$ cat config.mk
export PLATFORM = sky130hd
export DESIGN_NAME = tea_cfg_regs
export DESIGN_NICKNAME = d
export VERILOG_FILES = /design/src/sv/tea_pkg.sv /design/src/sv/tea_cfg_regs.sv
export SDC_FILE = /design/constraint.sdc
export NUM_CORES = 1
export LEC_CHECK = 0
export ABC_AREA = 1
export BUFFER_PORTS_ARGS = -buffer_cell sky130_fd_sc_hd__clkbuf_2
export CORE_MARGIN = 2
export CORE_UTILIZATION = 50
export DETAILED_ROUTE_END_ITERATION = 8
export HOLD_SLACK_MARGIN = 0.05
export PLACE_DENSITY = 0.89
export SETUP_SLACK_MARGIN = 0.3
export SYNTH_ARGS = -nofsm -noshare
export SYNTH_HDL_FRONTEND = slang
export SYNTH_SLANG_ARGS = --single-unit
$ cat constraint.sdc
create_clock -name clk_i -period 0.8 [get_ports clk_i]
set_clock_uncertainty 0.15 [all_clocks]
set_input_delay 0.16 -clock clk_i [delete_from_list [all_inputs] [get_ports clk_i]]
set_output_delay 0.16 -clock clk_i [all_outputs]
set_load 0.05 [all_outputs]
$ cat src/sv/tea_pkg.sv
// Package for the TEA block cipher unit.
// Holds the payload structs, key bundle, register codes and round constants.
// No dependencies.
package tea_pkg;

  // Cipher constants.
  localparam int unsigned TEA_ROUNDS  = 32;
  localparam logic [31:0] TEA_DELTA   = 32'h9E37_79B9;
  localparam int unsigned CFG_IDX_W   = 3;

  // Configuration register indexes.
  typedef enum logic [CFG_IDX_W-1:0] {
    CFG_KEY_WORD0 = 3'd0,
    CFG_KEY_WORD1 = 3'd1,
    CFG_KEY_WORD2 = 3'd2,
    CFG_KEY_WORD3 = 3'd3,
    CFG_DIRECTION = 3'd4
  } cfg_reg_e;

  // One input word: the two halves of a 64-bit block.
  typedef struct packed {
    logic [31:0] first_word;
    logic [31:0] second_word;
  } in_word_t;

  // One output word: the two halves of the processed block.
  typedef struct packed {
    logic [31:0] first_result;
    logic [31:0] second_result;
  } out_word_t;

  // The 128-bit key as four 32-bit words.
  typedef struct packed {
    logic [31:0] key_word0;
    logic [31:0] key_word1;
    logic [31:0] key_word2;
    logic [31:0] key_word3;
  } key_t;

  // Running sum after n additions of delta, modulo 2^32.
  function automatic logic [31:0] round_sum(input int unsigned n);
    logic [63:0] prod;
    prod = 64'(TEA_DELTA) * 64'(n);
    return prod[31:0];
  endfunction

endpackage

$ cat src/sv/tea_cfg_regs.sv
// Configuration register file of the TEA block cipher unit.
// Holds the four key words and the direction bit; uses tea_pkg.
module tea_cfg_regs import tea_pkg::*; (
  input  logic                 clk_i,
  input  logic                 rst_ni,
  input  logic                 cfg_valid_i,
  output logic                 cfg_ready_o,
  input  logic [CFG_IDX_W-1:0] cfg_index_i,
  input  logic [31:0]          cfg_data_i,
  output key_t                 key_o,
  output logic                 dir_o
);

  key_t key_q, key_d;
  logic dir_q, dir_d;

  // Writes are always taken.
  assign cfg_ready_o = 1'b1;

  // Decode the register index; unknown indexes are dropped.
  always_comb begin
    key_d = key_q;
    dir_d = dir_q;
    if (cfg_valid_i) begin
      unique case (cfg_reg_e'(cfg_index_i))
        CFG_KEY_WORD0: key_d.key_word0 = cfg_data_i;
        CFG_KEY_WORD1: key_d.key_word1 = cfg_data_i;
        CFG_KEY_WORD2: key_d.key_word2 = cfg_data_i;
        CFG_KEY_WORD3: key_d.key_word3 = cfg_data_i;
        CFG_DIRECTION: dir_d = cfg_data_i[0];
        default: ;
      endcase
    end
  end

  always_ff @(posedge clk_i or negedge rst_ni) begin
    if (!rst_ni) begin
      key_q <= '0;
      dir_q <= 1'b0;
    end else begin
      key_q <= key_d;
      dir_q <= dir_d;
    end
  end

  assign key_o = key_q;
  assign dir_o = dir_q;

endmodule

; Word level (Yosys, flattened, before mapping)
; Cells that the tools add are included.
; W data, S select, Z words.
[word_totals]
rom_bits = 0
ramBits = 0
reg_bits = 129
elab_cells = 15
inputBits = 38
latch_bits = 0
n_memories = 0
[classes]
muxes = 0
n_lt_le_gt_ge = 0
reduce_logical = 6
n_addsub = 0
div = 0
bitwise = 0
n_shift = 0
n_eq_ne = 4
n_mul = 0
[op_table]
columns = op, n
row1 = $reduce_and A2 Y1, 5
row2 = $eq A3 B2 Y1 const B, 2
row3 = $eq A3 B1 Y1 const B, 1
row4 = $eq A3 B3 Y1 const B, 1
row5 = $logic_not A3 Y1, 1

; Logic depth before layout (Yosys ltp)
[logic_depth]
word_depth = 2
ltp_mapped = 6
depth_no_buf = 5

; Least setup slack after synthesis
; OpenSTA, ideal clock, no wires.
[synth_timing]
path_kind = input to register
startpoint = input port cfg_index_i[1]
endpoint = register key_q (netlist bit key_o[100])
setup_slack_ns = -0.230
stages = 5
t_arrival_ns = 0.761
t_required_ns = 0.531
path_buffers = 1
cell_sequence = nor2_2 nand2_1 buf_2 nand2_1 nand2_1
[synth_between]
elab_chain_len = 2
[synth_lines]
columns = element, line_no
row1 = from (decl), tea_cfg_regs.sv:8  ; input logic [CFG_IDX_W-1:0] cfg_index_i,
row2 = $logic_not A3 Y1, tea_cfg_regs.sv:25  ; unique case (cfg_reg_e'(cfg_index_i))
row3 = $reduce_and A2 Y1 (no source line), -
row4 = to (signal assigned), tea_cfg_regs.sv:41  ; key_q <= key_d;
row5 = to (decl), tea_cfg_regs.sv:14  ; key_t key_q, key_d;
; Every way passes these cells.
; A chain may end at the register's enable or synchronous reset.

; Worst setup path in the final report
[layout_timing]
startpoint = register key_q (netlist bit key_o[63])
endpoint = output port key_o[63] (netlist bit)
[layout_lines]
columns = element, line_no
row1 = to (decl), tea_cfg_regs.sv:10  ; output key_t key_o,
; No word-level cell between the ends.

==> flow_summary.ini <==
[pwr]
netSwitchingFraction = 0.402
p_clk_frac = 0.278
ir_worst_vdd_mv = 2.29
p_int_mw = 18.1
leakagePower_nw = 4.51
pwr-share-comb = 0.404
p_sw_mw = 12.2
p_per_area_nw_per_um2 = 3270
power_frac_seq = 0.318

[die]
die_h_um = 105
start_util = 0.520
die_x_um = 105
dieArea_sq_um = 11000
rows = 36
ios = 168
core_sq_um = 9820

[cells_and_area]
area_delta_synth_final_pct = 81.4
fill_cells = 248
drive_gt1_frac = 0.650
n_antenna_cell = 0
num-nets-final = 829

[global_routing]
antenna_found_initial = 0
grt_max_degree = 72
gr-usage-met1 = 0.433
busiest_layer = met2
grt_usage = 0.365
gr-total-overflow = 0
grt_use_met2 = 0.618
grt_pass1_wl_um = 30400
grt_pass1_vias = 5464
use_met3 = 0.0905

[detailed_routing]
drt_wl_total_um = 25900
vias = 5994
drt_pass1_iterations = 6
viasPerCell = 6.40
drc_errors = 0
antenna_left = 0
avgRoutedWirePerCell_um = 27.7
drtIter0Drc = 737

[flow_run]
drv_cap = 0

[synth]
postSynthCellCount = 571
synth.net_count = 609
synth.avg_cell_area_sq_um = 8.94
seq_area_frac_synth = 0.633
synth_seq_cells = 129
yosysUniqueCellTypes = 12
synth_warnings = 0
syn-cell-area_sq_um = 5100

[timing]
fin_crit_sh = 1.87
slew_viol_final = 0
post-route-worst-setup-slack_ps = -700
hold_ws_ps = -697
tns_ps = -92500
finalHoldViolations = 258
fmax_mhz = 667
min_period_ps = 1500
grt_setup_unrepaired = yes
finalSetupViolCount = 250

[run_status]
violations = hold timing, setup timing
status = finished with violations

[setup_path]
worstSetupPathDepth = 1
max_stage_delay_ps = 450
crit_path_end_kind = primary output
reg2regPathDepth = 4
path_buf_inv = 1
critPathMaxFanout = 2
critical_path_class = reg2out
path_cells = clkbuf_16
cp_slowest_cell = dfrtp_2
cp_top_family = flip-flops
worstPathRequired_ps = 490
worst-endpoint-arrival_ps = 1190
start_kind = register

[placed_design]
place_ws_ps = -510
io_buffers = 166
dpl.hpwl_um = 10500
gp_congestion = 0.881

[clock_network]
clock_latency_ps = 540
cts_sinks = 129
cts_tree = built
cts_root_buf = clkbuf_8
cts_max_path_buffers = 2
cts.htree.levels = 4
clkTransAtPathRegs_ps = 70
cts_buffers = 17

[worst_hold_path]
hp-class = in2async
==> per-stage QoR <==
stage / area (sq um) / total power, mW / utilization / instances
floorplan: 5290 / 14.3 / - / 571
global placement: 6410 / 16.3 / 0.653 / 861
detailed placement: 6410 / 16.5 / 0.653 / 861
CTS: 8400 / 27.2 / 0.855 / 903
global route: 9260 / 30.8 / 0.943 / 937
finish: 9260 / 30.3 / 0.943 / 937
==> power by group through the flow <==
| stage | registers [mW] | clock network, mW | logic (mW) |
|---|---|---|---|
| 2_1_floorplan | 13.1 | 0 | 1.17 |
| 4_1_cts | 8.95 | 8.17 | 10.0 |
| 6_report | 9.63 | 8.43 | 12.2 |
| 5_1_grt | 9.66 | 8.66 | 12.5 |
| 3_3_place_gp | 8.77 | 0 | 7.56 |
| 3_5_place_dp | 8.81 | 0 | 7.70 |
==> worst register-to-register path, stage by stage, from the launching register on <==
cell     delay (ps)
dfrtp_2         440
buf_6           130
buf_6           100
nand2_2          60
nand2_2          60
==> area by class of cell <==
cell class,count,area [sq um],area share
flip-flops and latches,129,3390,0.366
repair buffers,236,3050,0.330
multi-input cells,401,2000,0.216
clock buffers,17,414,0.0447
clock inverters,15,206,0.0223
well taps,133,166,0.0180
inverters,6,27.5,0.00297
==> state kept, by name, summed over array words and instances, names as in the netlist <==
name / flops
dir_o: 1
key_o: 128
==> cells by family after synthesis <==
| family | after synthesis | synth area share |
|---|---|---|
| simple gates | 400 | 0.324 |
| flops | 129 | 0.633 |
| buf+inv | 41 | 0.0429 |
| other cells | 1 | 0.000735 |
==> Yosys cell counts <==
| cell | count | area, sq um |
|---|---|---|
| conb_1 | 1 | 3.75 |
| nand3_1 | 97 | 485 |
| nor2_4 | 3 | 33.8 |
| inv_1 | 5 | 18.8 |
| nor2_2 | 2 | 12.5 |
| buf_2 | 25 | 125 |
| inv_2 | 1 | 3.75 |
| dfrtp_1 | 129 | 3230 |
| nand2_1 | 297 | 1110 |
| buf_4 | 9 | 67.6 |
| nand2_2 | 1 | 6.26 |
| clkbuf_1 | 1 | 3.75 |
==> timing repair <==
| action | CTS | global route |
|---|---|---|
| hold endpoints to repair | 258 | 258 |
| endpoints found under the setup margin | 258 | 258 |
| pin swaps | 45 | 33 |
| cloned | 0 | 1 |
| resized for setup | 286 | 271 |
| setup buffers | 10 | 33 |
==> worst paths after layout <==
check	end	start	slack (ps)
min reg2reg	key_o[117]	key_o[117]	350
max	key_o[63]	key_o[63]	-700
min	key_o[18]	rst_ni	-700
min in group clk_i	key_o[59]	cfg_data_i[27]	-240
max in group asynchronous	key_o[22]	rst_ni	750
max reg2reg	key_o[15]	key_o[15]	-250
==> cell usage in the layout (no fill, tap or decap), drive strengths merged <==
master,Yosys,final
clkinvlp,0,2
inv,6,10
bufinv,0,4
nand2,298,298
nand3,97,97
dfrtp,129,129
clkbuf,1,62
conb,1,1
clkinv,0,5
buf,34,191
nor2,5,5
==> metal layers <==
metal	up-vias	routed length, um
met5	-	0
met2	664	12400
li1	2245	-
met1	2866	8260
met4	0	2270
met3	219	3010
(Power assumes the default switching activity.)
