File: src/sv/tea_pkg.sv
// Package for the TEA block cipher unit.
// Holds the payload structs, key bundle, register codes and round constants.
// No dependencies.
package tea_pkg;

  // Cipher constants.
  localparam int unsigned TEA_ROUNDS  = 32;
  localparam logic [31:0] TEA_DELTA   = 32'h9E37_79B9;
  localparam int unsigned CFG_IDX_W   = 3;

  // Configuration register indexes.
  typedef enum logic [CFG_IDX_W-1:0] {
    CFG_KEY_WORD0 = 3'd0,
    CFG_KEY_WORD1 = 3'd1,
    CFG_KEY_WORD2 = 3'd2,
    CFG_KEY_WORD3 = 3'd3,
    CFG_DIRECTION = 3'd4
  } cfg_reg_e;

  // One input word: the two halves of a 64-bit block.
  typedef struct packed {
    logic [31:0] first_word;
    logic [31:0] second_word;
  } in_word_t;

  // One output word: the two halves of the processed block.
  typedef struct packed {
    logic [31:0] first_result;
    logic [31:0] second_result;
  } out_word_t;

  // The 128-bit key as four 32-bit words.
  typedef struct packed {
    logic [31:0] key_word0;
    logic [31:0] key_word1;
    logic [31:0] key_word2;
    logic [31:0] key_word3;
  } key_t;

  // Running sum after n additions of delta, modulo 2^32.
  function automatic logic [31:0] round_sum(input int unsigned n);
    logic [63:0] prod;
    prod = 64'(TEA_DELTA) * 64'(n);
    return prod[31:0];
  endfunction

endpackage

File: src/sv/tea_half_round.sv
// One pipeline stage of the TEA cipher: a single half-round update.
// Updates one half of the block from the other; uses tea_pkg.
module tea_half_round import tea_pkg::*; #(
  parameter logic [31:0] ENC_SUM   = TEA_DELTA,
  parameter logic [31:0] DEC_SUM   = TEA_DELTA,
  parameter bit          UPD_A_ENC = 1'b1
) (
  input  logic     clk_i,
  input  logic     rst_ni,
  input  logic     adv_i,
  input  logic     dir_i,
  input  key_t     key_i,
  input  logic     valid_i,
  input  in_word_t blk_i,
  output logic     valid_o,
  output in_word_t blk_o
);

  logic        upd_a;
  logic [31:0] src, dst, sum, ka, kb, mix, res;
  logic        valid_q;
  in_word_t    blk_q, blk_d;

  // Decryption walks the half-rounds backwards, so the updated half flips.
  assign upd_a = UPD_A_ENC ^ dir_i;
  assign sum   = dir_i ? DEC_SUM : ENC_SUM;
  assign src   = upd_a ? blk_i.second_word : blk_i.first_word;
  assign dst   = upd_a ? blk_i.first_word  : blk_i.second_word;
  assign ka    = upd_a ? key_i.key_word0   : key_i.key_word2;
  assign kb    = upd_a ? key_i.key_word1   : key_i.key_word3;

  // Mixing term, then add for encryption or subtract for decryption.
  assign mix = ((src << 4) + ka) ^ (src + sum) ^ ((src >> 5) + kb);
  assign res = dir_i ? (dst - mix) : (dst + mix);

  always_comb begin
    blk_d = blk_i;
    if (upd_a) begin
      blk_d.first_word = res;
    end else begin
      blk_d.second_word = res;
    end
  end

  // Valid bit is control state; the data register needs no reset.
  always_ff @(posedge clk_i or negedge rst_ni) begin
    if (!rst_ni) begin
      valid_q <= 1'b0;
    end else if (adv_i) begin
      valid_q <= valid_i;
    end
  end

  always_ff @(posedge clk_i) begin
    if (adv_i) begin
      blk_q <= blk_d;
    end
  end

  assign valid_o = valid_q;
  assign blk_o   = blk_q;

endmodule

File: config.mk
export PLATFORM = sky130hd
export DESIGN_NAME = tea_half_round
export DESIGN_NICKNAME = d
export VERILOG_FILES = /design/src/sv/tea_pkg.sv /design/src/sv/tea_half_round.sv
export SDC_FILE = /design/constraint.sdc
export NUM_CORES = 1
export LEC_CHECK = 0
export CORE_MARGIN = 2
export CORE_UTILIZATION = 45
export CTS_CLUSTER_SIZE = 24
export DETAILED_ROUTE_END_ITERATION = 10
export DONT_BUFFER_PORTS = 1
export HOLD_SLACK_MARGIN = 0.02
export PLACE_DENSITY_LB_ADDON = 0.25
export SYNTH_ARGS = -nofsm -noshare
export SYNTH_HDL_FRONTEND = slang
export SYNTH_SLANG_ARGS = --single-unit
File: constraint.sdc
create_clock -name clk_i -period 0.8 [get_ports clk_i]
set_input_delay 0.24 -clock clk_i [delete_from_list [all_inputs] [get_ports clk_i]]
set_output_delay 0.24 -clock clk_i [all_outputs]
set_load 0.02 [all_outputs]
* After elaboration in Yosys (flattened, before gate mapping)
Cells that the tools add are included.
** Operators by class
- $add $sub $neg :: 5
- Muxes and demuxes :: 7
- Bitwise operators :: 2
** Operators with widths (number)
- 2-to-1 mux 32 bit :: 7
- adder 32 bit :: 2
- bitwise XOR 32 bit :: 2
- adder 27 x 32 -> 32 bit :: 1
- adder 32 bit (second input constant) :: 1
- subtractor 32 bit :: 1
** Word-level totals
- Register bits after elaboration :: 65
- Input bits :: 197
- Output and inout port bits :: 65
- Word-level logic and storage cells :: 17

* Logic depth before layout (Yosys ltp)
- Word-level depth :: 7
- Mapped depth :: 35

* Worst setup path before layout
OpenSTA, ideal clock, no wires.
- Path type :: input-to-reg
- Start point :: in dir_i
- End point :: reg blk_q (netlist bit blk_o[63]), data pin
- Data arrival time :: 7542 ps
- Data required time :: 529 ps
- Path slack :: -7013 ps
- Stages on the path :: 32
- Path through :: buf_6 -> buf_6 -> buf_4 -> buf_2 -> buf_2 -> clkbuf_1 -> buf_2 -> clkbuf_1 -> clkbuf_1 -> mux2_2 -> ha_1 -> fa_1 -> a21oi_1 -> o21ai_0 -> a2111o_1 -> a311oi_1 -> xnor2_1 -> xnor3_1 -> a2111oi_2 -> and4_1 -> nand4b_1 -> o21a_1 -> xnor2_1 -> ha_1 -> a21o_1 -> a21o_1 -> a21o_1 -> a21o_1 -> a31oi_1 -> xnor3_1 -> nor4_1 -> o31ai_1
** RTL lines
- from (decl) :: line tea_half_round.sv:11 : input logic dir_i,
- to (signal assigned) :: line tea_half_round.sv:56 : blk_q <= blk_d;
- to (decl) :: line tea_half_round.sv:22 : in_word_t blk_q, blk_d;

==> impl_metrics.toml <==
[outcome]
status = "complete, but fails checks"
violations = "setup timing"

[timing]
drv_slew = 0
finalCritPeriodShare = 7.187
setup_viol = 129
setup_ws_ns = -4.950
rsz0062_at_grt = "true"
fmax_mhz = 173.9
tightest_slew_ns = 0.6246
slew_headroom = 0.5792
clock_skew_ns = 0
finalHoldViolCount = 0
min_period_ns = 5.750

[global_route]
busiest_layer = "met2"
antenna_found_initial = 1
grt_max_degree = 252
grt_use_total = 0.2761
grt-ovfl-total = 0
first_global_vias = 10270
use_met1 = 0.4121
grt_pass1_wl_mm = 53.96
use_met3 = 0.02340
use_met2 = 0.4284

[synthesis]
synth-edff-count = 64
syn_nets = 1544
syn_inst = 1257
syn_area_sq_um = 10600
ys_seq_area_frac = 0.1837
netlist_top_cells_area = "edfxtp_1 (18%), xnor2_1 (11%), ha_1 (10%)"
ys_types = 77
synth_top_cell_area_share = 0.1813
synth-seq-cells = 65
synthArstFlopShare = 0.01538
ys.flop_type = "edfxtp_1"
synth.avg_cell_area_sq_um = 8.433
synth_largest_area_cell = "edfxtp_1"
ys_warn_count = 0

[cells_and_area]
fin_cells = 1989
drive_gt1_frac = 0.4216
nets = 1952
fill_cells = 1889
diodes = 0
area_delta_synth_final_pct = 46.12
fin_util = 0.6638

[drt]
ant_nets = 0
routed_via_density = 5.651
wl_per_cell_um = 18.30
first_pass_iters = 5
drt-total-wl_mm = 36.39
first_iter_violations = 901
vias = 11240
drc_errors = 0

[worst_setup_path]
cp-end-kind = "register"
cp.required_ns = 0.86
cp.arrival_ns = 5.81
cp_max_fo = 251
critPathLaunchType = "input pin"
crit_type = "in2reg"

[place]
dp.cells = 1937
portBuffers = 0
hpwlAfterDp_mm = 29.62
pre_cts_ws_ns = -5.179
gp_congestion = 0.9351

[power_and_ir_drop]
power.density_nw_per_um2 = 3483
p_leak_uw = 0.006811
ir_drop_v = 0.001844

[die]
die_area_sq_um = 24800
start_util = 0.4543
io_pins = 262
die_x_um = 157.5
fp.coreArea_sq_um = 23330
die_h_um = 157.5
rows = 56

[clock_tree]
cts-buffers-inserted = 9
root_buffer = "clkbuf_16"
cts_tree = "yes"
clock_path_buffers = 2
cts_num_sinks = 65
path_clk_slew_ns = 0.06
clk_latency_ns = 0.32
cts_htree_levels = 3

[worst_hold_path]
min_path_type = "in2reg"

[job]
drv_cap = 0
## synth_stat cells (all sizes together) (6+ instances only)
library cell	instances
o211ai	6
nand4	8
and3	8
nand2b	14
xnor3	10
clkbuf	30
o21a	13
ha	87
mux2i	15
edfxtp	64
nand2	110
o21ai	111
a21o	50
buf	11
mux2	92
xor2	60
nand3	23
nor4	11
nor2	63
xnor2	133
and4	6
nor3	20
o31ai	6
nor2b	13
or3	6
a21oi	114
and2	8
a31oi	16
o21bai	25
inv	37
a211oi	8
## worst paths after layout
| path | from | to | slack [ns] | cells after the start |
|---|---|---|---|---|
| worst min-delay path | adv_i | blk_o[5]$_DFFE_PP_ | 0.03 | 0 |
| min in group asynchronous | rst_ni | valid_o$_DFFE_PN0P_ | 0.12 | 1 |
| max in group asynchronous | rst_ni | valid_o$_DFFE_PN0P_ | 0.56 | 1 |
| worst min register to register | valid_o$_DFFE_PN0P_ | valid_o$_DFFE_PN0P_ | 0.53 | 1 |
| worst max register to register | valid_o$_DFFE_PN0P_ | valid_o$_DFFE_PN0P_ | 0.03 | 1 |
| worst max-delay path | dir_i | blk_o[63]$_DFFE_PP_ | -4.95 | 26 |
## metal layers
layer / routed length [um] / share of wire / vias up
met5: 13 / 0.00036 / -
met3: 2419 / 0.066 / 51
li1: - / - / 5497
met2: 15950 / 0.44 / 426
met1: 17350 / 0.48 / 5263
met4: 664 / 0.018 / 2
## placed cells by master, fill, tap and decap left out, drive strengths merged, types with 8 or more instances in the layout
| cell | Yosys | layout |
|---|---|---|
| nor2b | 13 | 13 |
| o21a | 13 | 13 |
| a21oi | 114 | 114 |
| buf | 11 | 437 |
| mux2 | 92 | 92 |
| o21ai | 111 | 111 |
| o21bai | 25 | 25 |
| xor2 | 60 | 60 |
| xnor2 | 133 | 133 |
| nand2 | 110 | 110 |
| nor2 | 63 | 63 |
| edfxtp | 64 | 64 |
| a21o | 50 | 50 |
| a31oi | 16 | 16 |
| nand3 | 23 | 23 |
| and3 | 8 | 8 |
| xnor3 | 10 | 10 |
| nor4 | 11 | 11 |
| nand2b | 14 | 14 |
| nor3 | 20 | 20 |
| clkbuf | 30 | 13 |
| nand4 | 8 | 8 |
| and2 | 8 | 8 |
| ha | 87 | 87 |
| a211oi | 8 | 8 |
| inv | 37 | 37 |
| mux2i | 15 | 15 |
## per-stage QoR
step           setup TNS, ns  total power [uW]  hold slack, ns  instance area (sq um)
2_1_floorplan        -298.77             28720        -0.05559                  10930
3_3_place_gp         -249.84             41020        -0.05556                  14080
3_5_place_dp         -254.23             41720        -0.05557                  14080
4_1_cts              -241.69             50050         0.02048                  15030
5_1_grt              -262.26             57390         0.02045                  15490
6_report             -261.65             53940         0.03373                  15490
## worst max-delay path: stages
cell,delay [ns]
mux2_4,0.47
ha_4,0.19
fa_2,0.38
a21oi_4,0.16
buf_6,0.11
o21bai_1,0.06
xnor3_1,0.21
xor2_1,0.17
or2_1,0.26
or3_4,0.45
nor2_2,0.10
and4_4,0.24
and2_4,0.15
a21oi_2,0.05
xor2_1,0.17
ha_1,0.30
a21o_1,0.16
a21oi_1,0.12
o21bai_1,0.09
a21o_1,0.15
a21o_1,0.17
a221o_1,0.35
a31oi_2,0.16
xnor3_1,0.30
nor4_2,0.29
o31ai_1,0.09
## cells by family (layout without fill, tap and decap cells)
| family | after synthesis | after routing | synth area share |
|---|---|---|---|
| mux | 107 | 107 | 0.1119 |
| xor+xnor | 203 | 203 | 0.1828 |
| flops | 65 | 65 | 0.1837 |
| compound gates | 405 | 405 | 0.2414 |
| buf+inv | 78 | 491 | 0.03010 |
| simple gates | 309 | 309 | 0.1418 |
| fa+ha+maj | 90 | 90 | 0.1084 |
## flip-flops by register name (all words and copies together) (netlist names)
name and count:
blk_o 64, valid_o 1
## layout make-up
class | count | area, sq um | share of cell area
clock buffer | 13 | 260.3 | 0.01680
clock inverter | 3 | 40.04 | 0.002585
inverter | 37 | 148.9 | 0.009613
multi-input combinational | 1114 | 9289 | 0.5997
sequential | 65 | 1948 | 0.1258
tap | 319 | 399.1 | 0.02577
timing repair buffer | 438 | 3403 | 0.2197
## power by group
| part | internal [uW] | switching (uW) | total [uW] | leakage [uW] |
|---|---|---|---|---|
| registers | 6090 | 2320 | 8410 | 0.000635 |
| clock network | 2560 | 1230 | 3800 | 0.000150 |
| logic | 22300 | 19500 | 41700 | 0.00603 |
## what timing repair did
item	CTS	global route
resized for setup	112	69
hold buffers	1	0
setup endpoints to repair	129	129
pin swaps	60	66
endpoints found under the hold margin	1	0
buffers inserted	25	16
Note: power is estimated with default switching activity, not from simulation.
